### src/design/sma_pkg.sv
// Shared types and constants for the six-channel moving-average unit.
// Used by the tap cell, the mean lane and the top level; depends on nothing.

package sma_pkg;

   localparam int SAMPLE_W    = 16;
   localparam int FIELD_COUNT = 6;
   localparam int DATA_W      = SAMPLE_W * FIELD_COUNT;

   typedef logic signed [SAMPLE_W-1:0] sample_type;

   // Stage enables handed from the top-level flow control to every lane.
   typedef struct packed {
      logic acc_en;   // input transfer: update the running sum
      logic s2_en;    // sum moves into the reciprocal multiply stage
      logic s3_en;    // estimate moves into the correction stage
   } sma_lane_ctl_type;

endpackage

### src/design/sma_mean_lane.sv
// Running sum and divide-by-window datapath for one channel.
// Depends on sma_pkg; the top level drives the stage enables.

module sma_mean_lane #(
   parameter int WINDOW_LEN = 10
) (
   input  logic                      clock,
   input  logic                      reset,
   input  sma_pkg::sma_lane_ctl_type ctl,
   input  sma_pkg::sample_type       fresh,
   input  sma_pkg::sample_type       oldest,
   output sma_pkg::sample_type       mean
);
   import sma_pkg::*;

   localparam int SUM_W = SAMPLE_W + $clog2(WINDOW_LEN);
   localparam int MAG_W = SUM_W;
   localparam int PRD_W = 2 * MAG_W;
   // floor(2^MAG_W / WINDOW_LEN): the estimate is low by at most one.
   localparam logic [MAG_W-1:0] RECIP = MAG_W'((64'd1 << MAG_W) / WINDOW_LEN);
   localparam logic [MAG_W-1:0] WIN_MAG = MAG_W'(WINDOW_LEN);

   logic signed [SUM_W-1:0] sum_ff;
   logic signed [SUM_W-1:0] sum_in;
   logic [MAG_W-1:0]        mag_ff;
   logic [MAG_W-1:0]        mag_in;
   logic                    neg_ff;
   logic                    neg_in;
   logic [SAMPLE_W-1:0]     q_est_ff;
   logic [SAMPLE_W-1:0]     q_est_in;
   logic [SAMPLE_W-1:0]     mean_ff;
   logic [SAMPLE_W-1:0]     mean_in;
   logic [PRD_W-1:0]        product;
   logic [MAG_W-1:0]        sum_bits;
   logic [MAG_W-1:0]        q_times_w;
   logic [MAG_W-1:0]        remainder;
   logic [SAMPLE_W-1:0]     q_fix;

   // The wrapped sum is exact because the true window sum always fits.
   assign sum_in = sum_ff + SUM_W'(fresh) - SUM_W'(oldest);

   always_ff @(posedge clock) begin
      if (reset) begin
         sum_ff <= '0;
      end else if (ctl.acc_en) begin
         sum_ff <= sum_in;
      end
   end

   // Divide the magnitude, then restore the sign: truncation toward zero.
   assign sum_bits = $unsigned(sum_ff);
   assign neg_in   = sum_ff[SUM_W-1];
   assign mag_in   = neg_in ? (~sum_bits + 1'b1) : sum_bits;
   assign product  = PRD_W'(mag_in) * PRD_W'(RECIP);
   assign q_est_in = product[MAG_W +: SAMPLE_W];

   always_ff @(posedge clock) begin
      if (ctl.s2_en) begin
         mag_ff   <= mag_in;
         neg_ff   <= neg_in;
         q_est_ff <= q_est_in;
      end
   end

   assign q_times_w = MAG_W'(MAG_W'(q_est_ff) * WIN_MAG);
   assign remainder = mag_ff - q_times_w;
   assign q_fix     = (remainder >= WIN_MAG) ? (q_est_ff + 1'b1) : q_est_ff;
   assign mean_in   = neg_ff ? (~q_fix + 1'b1) : q_fix;

   always_ff @(posedge clock) begin
      if (ctl.s3_en) begin
         mean_ff <= mean_in;
      end
   end

   assign mean = $signed(mean_ff);

endmodule

### config.mk
export PLATFORM = sky130hd
export DESIGN_NAME = sma_mean_lane
export DESIGN_NICKNAME = d
export VERILOG_FILES = /design/src/design/sma_pkg.sv /design/src/design/sma_mean_lane.sv
export SDC_FILE = /design/constraint.sdc
export NUM_CORES = 1
export LEC_CHECK = 0
export BUFFER_PORTS_ARGS = -buffer_cell sky130_fd_sc_hd__buf_2
export CAP_MARGIN = 10
export CORE_ASPECT_RATIO = 1.4
export CORE_MARGIN = 2
export CORE_UTILIZATION = 30
export DETAILED_ROUTE_END_ITERATION = 10
export PLACE_DENSITY_LB_ADDON = 0.1
export SYNTH_ARGS = -nofsm -noshare
export SYNTH_HDL_FRONTEND = slang
export SYNTH_SLANG_ARGS = --single-unit
### constraint.sdc
create_clock -name clock -period 7.75 [get_ports clock]
set_input_delay 0.775 -clock clock [delete_from_list [all_inputs] [get_ports clock]]
set_output_delay 0.775 -clock clock [all_outputs]
set_load 0.02 [all_outputs]
==> summary.json <==
{
  "synthesis": {
    "synthesis.area_per_instance_um2": 9.46,
    "netlist_instances": 1271,
    "syn_std_cell_area_mm2": 0.0120,
    "number_of_warnings_printed_during_yosys_synthesis": 0,
    "netlist.top_cell.by_area": "ha_1",
    "synth-async-reset-ratio_pct": 0,
    "synth_seq_area_share_pct": 16.3,
    "synth_cell_types": 78,
    "syn_nets": 1647,
    "synth.most_common_cell": "inv_1",
    "synth.ff_latch_count": 72,
    "most_used_flip_flop_cell_after_synthesis": "edfxtp_1",
    "synth_top_cells_by_count": "292 x inv_1, 210 x ha_1, 129 x fa_1",
    "post_synth_edffs": 52,
    "yosys.area.top_type_share_pct": 21.9,
    "synth.area.top_cells": "ha_1 22%, fa_1 21%, edfxtp_1 13%"
  },
  "route": {
    "post-route-drc-count": 0,
    "via_count": 8869,
    "drt_pass1_iterations": 4,
    "detail_route.wirelength_um": 31200,
    "dr.first_iter.drc_count": 255,
    "via_per_instance_ratio": 4.69,
    "routed_wire_length_per_instance_um": 16.5,
    "antenna_left": 0
  },
  "critical_path": {
    "critical_path.endpoint_type": "flip-flop",
    "cp_data_arrival_time_ns": 7.51,
    "timing_worst_setup_path_type": "flip-flop to flip-flop",
    "startpoint_type": "flip-flop",
    "critical_path.max_fanout": 4,
    "crit_required_ns": 7.86
  },
  "clocking": {
    "cts-buffers-inserted": 9,
    "cts.path.max_buffers": 2,
    "root_buffer": "clkbuf_16",
    "clock_sink_count": 72,
    "postCtsHoldBufs": 0,
    "cts_tree": "yes",
    "deepest_level_of_the_cts_h_tree": 3,
    "insertion_delay_ns": 0.35,
    "cts.clk_slew.worst_paths_ns": 0.07
  },
  "global_route": {
    "pin_count_of_the_biggest_net_entering_global_routing": 37,
    "grt_pass1_wl_um": 49800,
    "first_global_vias": 9422,
    "overall_fraction_of_global_route_tracks_in_use_pct": 15.4,
    "number_of_antenna_violations_at_the_first_check_in_global_routing": 0,
    "total_grt_overflow": 0,
    "grtUsageMet2_pct": 31.8,
    "grtUsageMet1_pct": 16.1,
    "grt-busiest-layer": "met2",
    "grt_util_met3_pct": 1.45
  },
  "floorplan": {
    "horizontal_die_dimension_um": 173,
    "dieHeight_um": 241,
    "core_mm2": 0.0395,
    "rows": 86,
    "die_area_mm2": 0.0417,
    "pin_count": 53,
    "start_util_pct": 30.4
  },
  "final_layout": {
    "design.final.nets": 1734,
    "finalInstanceArea_mm2": 0.0135,
    "nFillCells": 4199,
    "n_antenna_cell": 0,
    "post_route_cells_drive_above_1_share_pct": 10.7,
    "synthToLayoutAreaGrowth_pct": 12.7
  },
  "sta": {
    "achievable-frequency_mhz": 135,
    "rsz_0062_raised_after_global_routing": "no",
    "fin_worst_skew_ns": 0.0112,
    "worst_slew_pin_slew_ns": 0.827,
    "timing.final.hold_violations": 0,
    "timing_max_transition_violations_final": 0,
    "max_slew_margin_pct": 44.9,
    "finalSetupViolCount": 0,
    "period_needed_ns": 7.41,
    "timing.final.crit_share_pct": 95.6
  },
  "placement": {
    "port_buffers": 52,
    "placed_cell_area_mm2": 0.0131,
    "placer_congestion_estimate": 0.833,
    "sum_of_net_half_perimeters_after_detailed_placement_um": 27800
  },
  "job": {
    "cap_violations": 0
  },
  "outcome": {
    "outcome": "finished, final reports clean"
  },
  "worst_hold_path": {
    "hold_path.class": "flip-flop to flip-flop"
  }
}
==> cell type report <==
| type | instances | area [µm²] | share of cell area [%] |
|---|---|---|---|
| Tap cell | 528 | 661 | 4.88 |
| Clock inverter | 7 | 61.3 | 0.453 |
| Clock buffer | 9 | 225 | 1.66 |
| Inverter | 292 | 1100 | 8.09 |
| Multi-Input combinational cell | 892 | 8990 | 66.3 |
| Timing Repair Buffer | 91 | 553 | 4.08 |
| Sequential cell | 72 | 1960 | 14.5 |
==> critical path, cell delays in order (launching register included) <==
cell and delay, ns:
dfxtp_1 0.32, inv_1 0.10, nand4_1 0.17, nor4_2 0.33
nand2b_1 0.12, or2_2 0.31, or4b_2 0.70, inv_2 0.11
ha_1 0.30, ha_1 0.33, fa_1 0.47, fa_1 0.49
inv_1 0.05, fa_1 0.50, fa_1 0.54, inv_1 0.04
ha_1 0.35, and3_1 0.20, a21oi_2 0.17, a31oi_4 0.14
o2111ai_2 0.28, a31oi_2 0.14, a41o_1 0.27, or4_1 0.43
and2_1 0.17, xor2_1 0.14
==> worst paths after layout <==
| check | from | end | slack (ns) | cells past startpoint |
|---|---|---|---|---|
| setup / recovery | sum_bits[8] | q_est_ff[14] | 0.34 | 25 |
| hold / removal | sum_bits[14] | sum_bits[14] | 0.50 | 2 |
| setup reg to reg | sum_bits[8] | q_est_ff[14] | 0.34 | 25 |
| hold reg to reg | sum_bits[14] | sum_bits[14] | 0.50 | 2 |
==> routing by layer <==
layer / vias up / part of all wire (%)
met5: - / 0
met3: 41 / 1.7
met4: 0 / 2.8
li1: 4454 / -
met2: 116 / 57
met1: 4258 / 39
==> cells by family after synthesis <==
logic type / Yosys count / synth area share (%)
adder cells (fa/ha/maj): 339 / 43.3
buffers and inverters: 307 / 9.71
AND/OR/NAND/NOR: 234 / 9.97
AO/OA/AOI/OAI: 210 / 12.4
XOR/XNOR: 91 / 6.76
flip-flops: 72 / 16.3
multiplexers: 18 / 1.53
==> cell usage in the layout (no fill, tap or decap), types with 5 or more instances in the layout <==
master / n
and2_1: 6
clkbuf_16: 9
o211ai_1: 8
inv_1: 291
o21a_1: 10
nand3_1: 24
ha_1: 210
a21o_1: 14
dfxtp_1: 19
nor2b_1: 10
and3_1: 12
o21ai_1: 8
nand2b_1: 7
nor2_1: 65
o21bai_1: 7
xor2_1: 26
nor3_1: 22
o21ai_0: 31
a21oi_1: 44
nand4_1: 7
mux2i_1: 15
a211o_1: 5
buf_2: 52
o31ai_1: 13
xnor2_1: 61
nand2_1: 41
fa_1: 129
edfxtp_1: 52
or3_1: 9
a211oi_1: 11
buf_4: 39
==> what timing repair did <==
item                                    CTS  global route
endpoints found under the setup margin    2             3
hold endpoints to repair                  0             0
gates resized for setup                   2            18
setup buffers                             0             2
pin swaps                                 0             8
==> flip-flops by register name (all words and copies together) (netlist names) <==
| register | cells |
|---|---|
| mean | 16 |
| q_est_ff | 16 |
| mag_ff | 19 |
| neg_ff | 1 |
| sum_bits | 20 |
==> through the flow <==
| step | util [%] | setup TNS (ns) | instances | hold slack [ns] | setup slack (ns) |
|---|---|---|---|---|---|
| after global placement | 33.3 | -0.126 | 1873 | 0.484 | -0.0640 |
| after floorplan | - | 0 | 1271 | 0.456 | 0.508 |
| after CTS | 34.0 | 0 | 1889 | 0.508 | 0.0839 |
| after global routing | 34.3 | 0 | 1891 | 0.542 | 0.00713 |
| after detailed placement | 33.3 | -0.339 | 1873 | 0.491 | -0.173 |
| final | 34.3 | 0 | 1891 | 0.500 | 0.343 |
Power is left out: the tool's default activity adds up to more than one toggle a clock period on the data nets, which glitch-free logic cannot reach.
