## config.mk

```make
export PLATFORM = sky130hd
export DESIGN_NAME = sma_tap_cell
export DESIGN_NICKNAME = d
export VERILOG_FILES = /design/src/design/sma_pkg.sv /design/src/design/sma_tap_cell.sv
export SDC_FILE = /design/constraint.sdc
export NUM_CORES = 1
export LEC_CHECK = 0
export BUFFER_PORTS_ARGS = -buffer_cell sky130_fd_sc_hd__clkbuf_2
export CAP_MARGIN = 20
export CORE_MARGIN = 3
export CORE_UTILIZATION = 47
export CTS_CLUSTER_SIZE = 20
export DETAILED_ROUTE_END_ITERATION = 12
export GPL_TIMING_DRIVEN = 0
export PLACE_DENSITY = 0.95
export RECOVER_POWER = 25
export SLEW_MARGIN = 20
export SYNTH_ARGS = -nofsm -noshare
export SYNTH_HDL_FRONTEND = slang
export SYNTH_SLANG_ARGS = --single-unit
```

## constraint.sdc

```tcl
create_clock -name clock -period 1.4 [get_ports clock]
set_input_delay 0.21 -clock clock [delete_from_list [all_inputs] [get_ports clock]]
set_output_delay 0.21 -clock clock [all_outputs]
set_load 0.02 [all_outputs]
```

## src/design/sma_pkg.sv

```systemverilog
// Shared types and constants for the six-channel moving-average unit.
// Used by the tap cell, the mean lane and the top level; depends on nothing.

package sma_pkg;

   localparam int SAMPLE_W    = 16;
   localparam int FIELD_COUNT = 6;
   localparam int DATA_W      = SAMPLE_W * FIELD_COUNT;

   typedef logic signed [SAMPLE_W-1:0] sample_type;

   // Stage enables handed from the top-level flow control to every lane.
   typedef struct packed {
      logic acc_en;   // input transfer: update the running sum
      logic s2_en;    // sum moves into the reciprocal multiply stage
      logic s3_en;    // estimate moves into the correction stage
   } sma_lane_ctl_type;

endpackage

```

## src/design/sma_tap_cell.sv

```systemverilog
// One stage of the delay line: holds one sample of every channel.
// Depends on sma_pkg; chained by the top level into a window-deep row.

module sma_tap_cell #(
   parameter int CHANNELS = 6
) (
   input  logic                                    clock,
   input  logic                                    reset,
   input  logic                                    shift_en,
   input  logic [CHANNELS-1:0][sma_pkg::SAMPLE_W-1:0] tap_in,
   output logic [CHANNELS-1:0][sma_pkg::SAMPLE_W-1:0] tap_out
);
   import sma_pkg::*;

   logic [CHANNELS-1:0][SAMPLE_W-1:0] tap_ff;
   logic [CHANNELS-1:0][SAMPLE_W-1:0] tap_in_d;

   assign tap_in_d = shift_en ? tap_in : tap_ff;

   always_ff @(posedge clock) begin
      if (reset) begin
         tap_ff <= '0;
      end else begin
         tap_ff <= tap_in_d;
      end
   end

   assign tap_out = tap_ff;

endmodule

```

==> metrics, run 1 <==
hold bufs inserted after CTS 0; Final Routed Wirelength 8410 um; clock sinks 96; critical path capture point type output port; Max Freq 0.898 GHz; worst hold slack across all endpoints 96.3 ps; overall die area 8360 um2; clock transition time at the flip-flop clock pins of the worst setup and hold paths 90 ps; total number of H-tree levels 3; CP Cell Sequence clkbuf_2; GRT Util Overall 0.202; initial DRC count 76; count of buffers added by post-CTS timing repair for setup 0; relative max-transition margin 0.542; pin count of the biggest net entering global routing 16; vias in the first global route 2,922; Mapped Nets 409; Buffers on Ports 192; TritonCTS buffer count 9; Buffers & Inverters on Critical Path 1; cell accounting for the most synthesized area dfxtp_1; max-slew violation count 0; number of synthesized register bits 96; Setup Skew 0 ps; max-capacitance violation count 0; number of endpoints with negative hold slack in the final report 0; Placer Congestion 0.745; CTS resizes 0; ANT cells 0; Crit-path slowest cell dfxtp_1; crit path time final 1110 ps; Vert. Die Dim 91.4 um; Critical Path Source Type flop; setup ws final 287 ps; first-pass GRT wire length 13,700 um; detailed-routing iteration count for the pre-antenna-repair pass 4; top cells by area, synth dfxtp_1, mux2i_1, nor2_1; mean area per synthesized cell 11.1 um2; Mapped Cells 310; total number of nets in the final design 612; source-to-sink clock delay at the later pin of the worst-skew pair 340 ps; Max rail drop VDD 0.000750 V; average detailed-routed wire length per instance 13.7 um; status finished, final reports clean; antenna violations before repair 0; fraction of synthesized cell area taken by the top area cell type 0.560; number of rows created at floorplan 30; CTS max path bufs 2; Largest register FFs 96; Setup CP Type flop to output port; combined area of all synthesized cells 3430 um2; IO Count 195; worst hold-check path type input port to flop; fraction of final layout cells with drive strength greater than 1 0.419; CTS tree done; P_leak 2.56 nW; CP Data Arrival Time 900 ps; total global routing overflow 0; Vias/cell 4.65; longest individual stage delay on the worst path 390 ps; Worst EP required 1190 ps; HPWL after DPL 6770 um; cell family contributing the most delay on the critical path flip-flops; antenna-violating nets left 0; slew at the pin with the worst max-slew slack 687 ps; setup repair after global routing missed its margin no; relative area change from synthesis to final layout 37.9%; number of distinct library cell variants in the gate-level netlist after synthesis 9; ratio of final minimum period to clock period 0.795; sum of negative setup slack 0 ps; ratio of total power to cell area 1250 nW/um2; drc violations 0; horizontal die dimension 91.4 um; initial standard-cell utilization of the core 0.494; post-synthesis sequential area ratio 0.560; area of the core 6940 um2; yosys synthesis warning count 0; root buffer cell clkbuf_8; Via Count 2,853; worst slack after detailed placement 209 ps; Setup violations, final 0; critical path fanouts, max 2
-- final cells by class --
type,instances,area [um2]
clock inverter,4,76.3
sequential,96,1920
clock buffer,12,155
multi-input combinational,192,1320
buffer,22,175
fill,522,2210
timing repair buffer,192,961
tap,96,120
-- Yosys cell counts --
cell	instances
buf_1	2
buf_12	4
buf_2	1
buf_4	7
buf_8	1
clkbuf_1	7
dfxtp_1	96
mux2i_1	96
nor2_1	96
-- routing by layer --
layer,share of wire,routed length (um),vias to the layer above,GRT usage
met5,0,0,-,0
met4,0.015,128,0,0.0716
met3,0.077,649,13,0.0597
met2,0.49,4090,134,0.355
met1,0.42,3550,1281,0.232
li1,-,-,1425,-
-- kinds of logic after synthesis --
kind of cell | Yosys count | share of synthesized area
buffers and inverters | 22 | 0.0544
DFF | 96 | 0.560
muxes | 96 | 0.280
and+or+nand+nor | 96 | 0.105
-- where the power goes --
part	switching (mW)	total, mW	internal [mW]
clock	0.900	2.01	1.11
combinational	0.519	0.917	0.398
sequential	0.0869	2.98	2.89
total	1.51	5.91	4.40
-- per-stage QoR --
| step | utilization | area (um2) | power [mW] | instances |
|---|---|---|---|---|
| global route | 0.681 | 4730 | 6.17 | 614 |
| finish | 0.681 | 4730 | 5.91 | 614 |
| detailed placement | 0.650 | 4510 | 3.97 | 598 |
| floorplan | - | 3430 | 3.59 | 310 |
| CTS | 0.683 | 4740 | 5.97 | 614 |
| global placement | 0.650 | 4510 | 3.93 | 598 |
-- worst paths after layout --
| path | cells past startpoint | slack, ps | from | endpoint |
|---|---|---|---|---|
| setup / recovery | 1 | 290 | tap_out[47] | tap_out[47] |
| hold / removal | 3 | 100 | tap_in[95] | tap_out[95] |
| setup reg to reg | 2 | 710 | tap_out[48] | tap_out[48] |
| hold reg to reg | 2 | 500 | tap_out[66] | tap_out[66] |
-- tightest hold or removal path: cells and delay by family --
family	cells	cell delay [ps]
buffers and inverters	1	70
muxes	1	50
and+or+nand+nor	1	70
-- layout by cell type, fill, tap and decap left out, drive strengths merged --
| cell type | count |
|---|---|
| mux2i | 96 |
| clkbuf | 214 |
| clkinv | 1 |
| buf | 12 |
| bufinv | 2 |
| clkinvlp | 1 |
| nor2 | 96 |
| dfxtp | 96 |
Note: power is estimated with default switching activity, not from simulation.
==> inputs of run 2 (changes only) <==
--- a/config.mk
+++ b/config.mk
@@ -5,14 +5,15 @@
 export SDC_FILE = /design/constraint.sdc
 export NUM_CORES = 1
 export LEC_CHECK = 0
+export ABC_AREA = 1
 export BUFFER_PORTS_ARGS = -buffer_cell sky130_fd_sc_hd__clkbuf_2
 export CAP_MARGIN = 20
 export CORE_MARGIN = 3
-export CORE_UTILIZATION = 47
+export CORE_UTILIZATION = 46
 export CTS_CLUSTER_SIZE = 20
 export DETAILED_ROUTE_END_ITERATION = 12
 export GPL_TIMING_DRIVEN = 0
-export PLACE_DENSITY = 0.95
+export PLACE_DENSITY = 0.9
 export RECOVER_POWER = 25
 export SLEW_MARGIN = 20
 export SYNTH_ARGS = -nofsm -noshare
==> constraint.sdc (replaced) <==
create_clock -name clock -period 1.1 [get_ports clock]
set_input_delay 0.165 -clock clock [delete_from_list [all_inputs] [get_ports clock]]
set_output_delay 0.165 -clock clock [all_outputs]
set_load 0.02 [all_outputs]
==> run 2 against run 1 <==
Effect of this change:
- sequential power up 29%
- sequential share of layout area down 4.3 points
- wire length up 13%
- clock power up 8%
- combinational power up 56%
- via count up 37%
- synthesized area up 17%
- cell area up 12%
- flip-flop and latch count unchanged
- final cell count up 50%
- critical endpoint is now tap_out[11]
- highest routed layer unchanged
==> metrics, run 2 <==
number of synthesized register bits 96 (unchanged); count of buffers added by post-CTS timing repair for setup 0 (unchanged); Buffers on Ports 193 (was 192); total global routing overflow 0 (unchanged); number of endpoints with negative hold slack in the final report 0 (unchanged); antenna-violating nets left 0 (unchanged); Placer Congestion 0.821 (was 0.745); dpl cells 906 (was 598); Mapped Cells 608 (was 310); Vias/cell 4.24 (was 4.65); average detailed-routed wire length per instance 10.3 um (was 13.7 um); post-route design area 5300 um2 (was 4730 um2); Max Freq 0.960 GHz; top cells by area, synth dfxtp_1, nand2_1, nor2_1 (was dfxtp_1, mux2i_1, nor2_1); Cells on Worst Hold Path 5 (was 3); Mapped Nets 707 (was 409); mean area per synthesized cell 6.60 um2 (was 11.1 um2); max-slew violation count 0 (unchanged); worst hold-check path type input port to flop (unchanged); sum of negative setup slack 0 ps (unchanged); critical path depth in cells 1 (unchanged); ratio of final minimum period to clock period 0.947; async set or reset register ratio after synthesis 0 (unchanged); initial standard-cell utilization of the core 0.481 (was 0.494); area of the core 8340 um2 (was 6940 um2); total number of nets in the final design 911 (was 612); vias in the first global route 3,471 (was 2,922); overall die area 9880 um2 (was 8360 um2); TritonCTS buffer count 9 (unchanged); CTS tree done (unchanged); combined area of all synthesized cells 4010 um2 (was 3430 um2); Final Routed Wirelength 9490 um (was 8410 um); setup ws final 58.3 ps (was 287 ps); clock sinks 96 (unchanged); most frequent cells after synthesis nand2_1, nor2_1, dfxtp_1, inv_1, buf_6 (was dfxtp_1, mux2i_1, nor2_1, buf_4, clkbuf_1); status finished, final reports clean (unchanged); fraction of synthesized cell area taken by the top area cell type 0.479 (was 0.560); setup slack, reg-to-reg 520 ps (was 710 ps); EDFF count, synth 0 (unchanged); max-capacitance violation count 0 (unchanged); cell family contributing the most delay on the critical path flip-flops (unchanged); initial DRC count 100 (was 76); highest-count cells in the layout ignoring fill and taps nor2_1, nand2_1, clkbuf_2 (was clkbuf_2, mux2i_1, nor2_1, dfxtp_1); detailed-routing iteration count for the pre-antenna-repair pass 6 (was 4); root buffer cell clkbuf_8 (unchanged); slew at the pin with the worst max-slew slack 524 ps (was 687 ps); number of distinct library cell variants in the gate-level netlist after synthesis 9 (unchanged); most frequently used flop master after synthesis dfxtp_1 (unchanged); worst slack after detailed placement 81.9 ps (was 209 ps); IO Count 195 (unchanged); Crit-path slowest cell dfxtp_1 (unchanged); CP Cell Sequence clkbuf_2 (unchanged); GRT Util Overall 0.189 (was 0.202); cell accounting for the most synthesized area dfxtp_1 (unchanged); P_leak 3.27 nW (was 2.56 nW); Vert. Die Dim 99.4 um (was 91.4 um); Largest register FFs 96 (unchanged); ratio of total power to cell area 1410 nW/um2 (was 1250 nW/um2); relative max-transition margin 0.651 (was 0.542); longest individual stage delay on the worst path 360 ps (was 390 ps); pin count of the biggest net entering global routing 16 (unchanged); antenna violations before repair 0 (unchanged); dpl cell area 5110 um2 (was 4510 um2); relative area change from synthesis to final layout 32.0% (was 37.9%); Critical Path Source Type flop (unchanged); fraction of final layout cells with drive strength greater than 1 0.285 (was 0.419); critical path fanouts, max 2 (unchanged); source-to-sink clock delay at the later pin of the worst-skew pair 340 ps (about the same); horizontal die dimension 99.4 um (was 91.4 um); yosys synthesis warning count 0 (unchanged); post-synthesis sequential area ratio 0.479 (was 0.560); Buffers & Inverters on Critical Path 1 (unchanged); hold bufs inserted after CTS 0 (unchanged); HPWL after DPL 7340 um (was 6770 um); CP Data Arrival Time 880 ps (was 900 ps); final non-filler cell total 922 (was 614); Setup CP Type flop to output port (unchanged); CTS max path bufs 2 (unchanged); clock transition time at the flip-flop clock pins of the worst setup and hold paths 100 ps (was 90 ps); Worst EP required 940 ps (was 1190 ps); setup repair after global routing missed its margin no (unchanged); number of rows created at floorplan 33 (was 30); crit path time final 1040 ps; Via Count 3,912 (was 2,853); Setup Skew 0 ps (unchanged); total number of H-tree levels 3 (unchanged); Max rail drop VDD 0.000745 V (was 0.000750 V); Setup violations, final 0 (unchanged); CTS resizes 0 (unchanged); drc violations 0 (unchanged); ANT cells 0 (unchanged); critical path capture point type output port (unchanged); first-pass GRT wire length 15,400 um (was 13,700 um); reg2reg path depth 2 (unchanged)
-- run 2: cell count changes after synthesis, sizes merged --
cell / delta
nand2: +192
mux2i: -96
inv: +97
clkbuf: -2
buf: +11
nor2: +96
-- run 2: final timing paths --
kind               start     endpoint
max reg2reg   tap_out[7]   tap_out[7]
min reg2reg  tap_out[81]  tap_out[81]
min            tap_in[8]   tap_out[8]
max          tap_out[11]  tap_out[11]
-- run 2: cell families (layout without fill, tap and decap cells) --
logic type	after synthesis	after routing	share of synthesized area
flops	96	96	0.479
simple gates	384	384	0.359
buf+inv	128	337	0.162
-- run 2: routing by layer --
metal	vias to the layer above	GRT usage	routed length [um]
li1	2118	-	-
met2	120	0.337	4680
met5	-	0	0
met3	6	0.0540	778
met4	0	0.0473	42
met1	1668	0.223	3990
-- run 2: per-stage QoR --
stage	hold WS, ps	total power, mW	util
final	86.5	7.45	0.635
after global routing	85.4	7.86	0.635
after CTS	72.3	7.54	0.636
after detailed placement	445	5.37	0.613
after global placement	445	5.34	0.613
after floorplan	353	4.83	-
-- run 2: final cells by class --
cell class | instances | area (um2)
well taps | 105 | 131
multi-input cells | 384 | 1440
inverters | 97 | 364
clock inverters | 3 | 25.0
fillers | 797 | 3040
repair buffers | 193 | 965
clock buffers | 13 | 169
flip-flops and latches | 96 | 1920
plain buffers | 31 | 280
-- run 2: power breakdown --
group / internal (mW) / switching, mW
clock network: 1.02 / 1.16
logic: 0.566 / 0.864
registers: 3.72 / 0.127
total: 5.30 / 2.15
==> inputs of run 3 (changes only) <==
--- a/config.mk
+++ b/config.mk
@@ -6,10 +6,13 @@
 export NUM_CORES = 1
 export LEC_CHECK = 0
 export ABC_AREA = 1
+export ABC_CLOCK_PERIOD_IN_PS = 1100
 export BUFFER_PORTS_ARGS = -buffer_cell sky130_fd_sc_hd__clkbuf_2
 export CAP_MARGIN = 20
+export CELL_PAD_IN_SITES_DETAIL_PLACEMENT = 1
+export CELL_PAD_IN_SITES_GLOBAL_PLACEMENT = 2
 export CORE_MARGIN = 3
-export CORE_UTILIZATION = 46
+export CORE_UTILIZATION = 23
 export CTS_CLUSTER_SIZE = 20
 export DETAILED_ROUTE_END_ITERATION = 12
 export GPL_TIMING_DRIVEN = 0
==> run 3 against run 2 <==
Effect of this change:
- critical path depth is the same
- wire length up 31%
- critical path type unchanged
- first-iteration DRC count up 25%
- count of clock-buffer cells in the layout fell by 4
==> metrics, run 3 (synthesis results as in run 2) <==
CP Cell Sequence clkbuf_2 (unchanged); max-capacitance violation count 0 (unchanged); total number of nets in the final design 911 (unchanged); max-slew violation count 0 (unchanged); cell family contributing the most delay on the critical path flip-flops (unchanged); Via Count 3,936 (was 3,912); clock transition time at the flip-flop clock pins of the worst setup and hold paths 70 ps (was 100 ps); relative max-transition margin 0.682 (was 0.651); setup repair after global routing missed its margin no (unchanged); Setup Skew 0 ps (unchanged); setup slack, reg-to-reg 510 ps (was 520 ps); pin count of the biggest net entering global routing 17 (was 16); number of fill cells 2,253 (was 797); Critical Path Source Type flop (unchanged); launching point of the worst reg2reg path tap_out[18] (was tap_out[7]); Placer Congestion 0.706 (was 0.821); worst reg2reg endpoint tap_out[18] (was tap_out[7]); sum of negative setup slack 0 ps (unchanged); fraction of final layout cells with drive strength greater than 1 0.284 (was 0.285); origin of the worst min-delay path tap_in[58] (was tap_in[8]); ratio of total power to cell area 1540 nW/um2 (was 1410 nW/um2); TritonCTS buffer count 9 (unchanged); vias in the first global route 4,061 (was 3,471); relative area change from synthesis to final layout 38.0% (was 32.0%); number of endpoints with negative hold slack in the final report 0 (unchanged); total number of H-tree levels 3 (unchanged); clock sinks 96 (unchanged); Max Freq 0.955 GHz (was 0.960 GHz); GRT Util Overall 0.130 (was 0.189); total global routing overflow 0 (unchanged); drc violations 0 (unchanged); HPWL after DPL 9490 um (was 7340 um); slew at the pin with the worst max-slew slack 477 ps (was 524 ps); IO Count 195 (unchanged); Worst EP required 940 ps (about the same); worst hold slack across all endpoints 86.0 ps (was 86.5 ps); longest individual stage delay on the worst path 350 ps (was 360 ps); antenna-violating nets left 0 (unchanged); highest-count cells in the layout ignoring fill and taps nor2_1, nand2_1, clkbuf_2 (unchanged); reg2reg path depth 2 (unchanged); count of buffers added by post-CTS timing repair for setup 0 (unchanged); initial DRC count 125 (was 100); antenna violations before repair 0 (unchanged); worst hold-check path type input port to flop (unchanged); number of rows created at floorplan 47 (was 33); ANT cells 0 (unchanged); initial standard-cell utilization of the core 0.239 (was 0.481); first-pass GRT wire length 20,200 um (was 15,400 um); CTS max path bufs 2 (unchanged); Largest register FFs 96 (unchanged); CTS tree done (unchanged); critical path fanouts, max 2 (unchanged); overall die area 19,100 um2 (was 9880 um2); Max rail drop VDD 0.000792 V (was 0.000745 V); Buffers & Inverters on Critical Path 1 (unchanged); P_leak 3.31 nW (was 3.27 nW); Vias/cell 3.80 (was 4.24); area of the core 16,800 um2 (was 8340 um2); ratio of final minimum period to clock period 0.952 (was 0.947); Final Routed Wirelength 12,400 um (was 9490 um); Vert. Die Dim 138 um (was 99.4 um); crit path time final 1050 ps (was 1040 ps); Setup violations, final 0 (unchanged); CP Data Arrival Time 880 ps (about the same); Crit-path slowest cell dfxtp_1 (unchanged); horizontal die dimension 138 um (was 99.4 um); end of the worst hold path tap_out[58] (was tap_out[8]); detailed-routing iteration count for the pre-antenna-repair pass 4 (was 6); critical path capture point type output port (unchanged); critical path depth in cells 1 (unchanged); Setup CP Type flop to output port (unchanged); root buffer cell clkbuf_16 (was clkbuf_8); source-to-sink clock delay at the later pin of the worst-skew pair 350 ps (was 340 ps); Cells on Worst Hold Path 5 (unchanged); average detailed-routed wire length per instance 12.0 um (was 10.3 um); status finished, final reports clean (unchanged); Buffers on Ports 193 (unchanged)
## run 3: changes by cell type in the layout (fill, tap and decap cells not counted), sizes merged
cell | before | now
clkinv | 2 | 4
clkbuf | 212 | 206
clkinvlp | 1 | 2
buf | 25 | 27
bufinv | 0 | 1
## run 3: worst max-delay path by stage
stage                     start           to  slack (ps)
floorplan                 reset   tap_out[0]         400
global placement          reset  tap_out[90]          30
detailed placement        reset  tap_out[66]          20
CTS                 tap_out[11]  tap_out[11]          20
global route        tap_out[12]  tap_out[12]         0.9
finish              tap_out[11]  tap_out[11]          50
## run 3: what timing repair did
| item | 4_1_cts | 5_1_grt |
|---|---|---|
| gates resized for setup | 0 | 5 |
| hold buffers | 0 | 0 |
| endpoints found under the setup margin | 0 | 5 |
## run 3: layout make-up
class / count / area, um2 / share of cell area
timing repair buffer: 193 / 966 / 0.174
clock buffer: 9 / 225 / 0.0407
clock inverter: 7 / 72.6 / 0.0131
tap: 220 / 275 / 0.0497
sequential: 96 / 1920 / 0.347
multi-input combinational: 384 / 1440 / 0.260
buffer: 31 / 272 / 0.0490
inverter: 97 / 364 / 0.0657
## run 3: stage by stage
step	worst slack (ps)	cells	total power [mW]	area, um2	util
after global routing	0.917	1037	9.06	5540	0.329
after floorplan	398	608	4.83	4010	-
after detailed placement	21.4	1021	5.43	5260	0.312
after CTS	21.1	1037	8.74	5550	0.330
after global placement	31.7	1021	5.41	5260	0.312
final	52.5	1037	8.52	5540	0.329
## run 3: where the power goes
| group | internal, mW | total [mW] | switching, mW | leakage, nW |
|---|---|---|---|---|
| sequential | 3.72 | 3.85 | 0.127 | 0.799 |
| clock | 1.76 | 3.21 | 1.45 | 0.141 |
| combinational | 0.563 | 1.46 | 0.895 | 2.37 |
## run 3: per-layer routing
layer / share of wire / track usage
met1: 0.45 / 0.154
met2: 0.46 / 0.220
met3: 0.086 / 0.0566
met4: 0.0081 / 0.0281
met5: 0 / 0
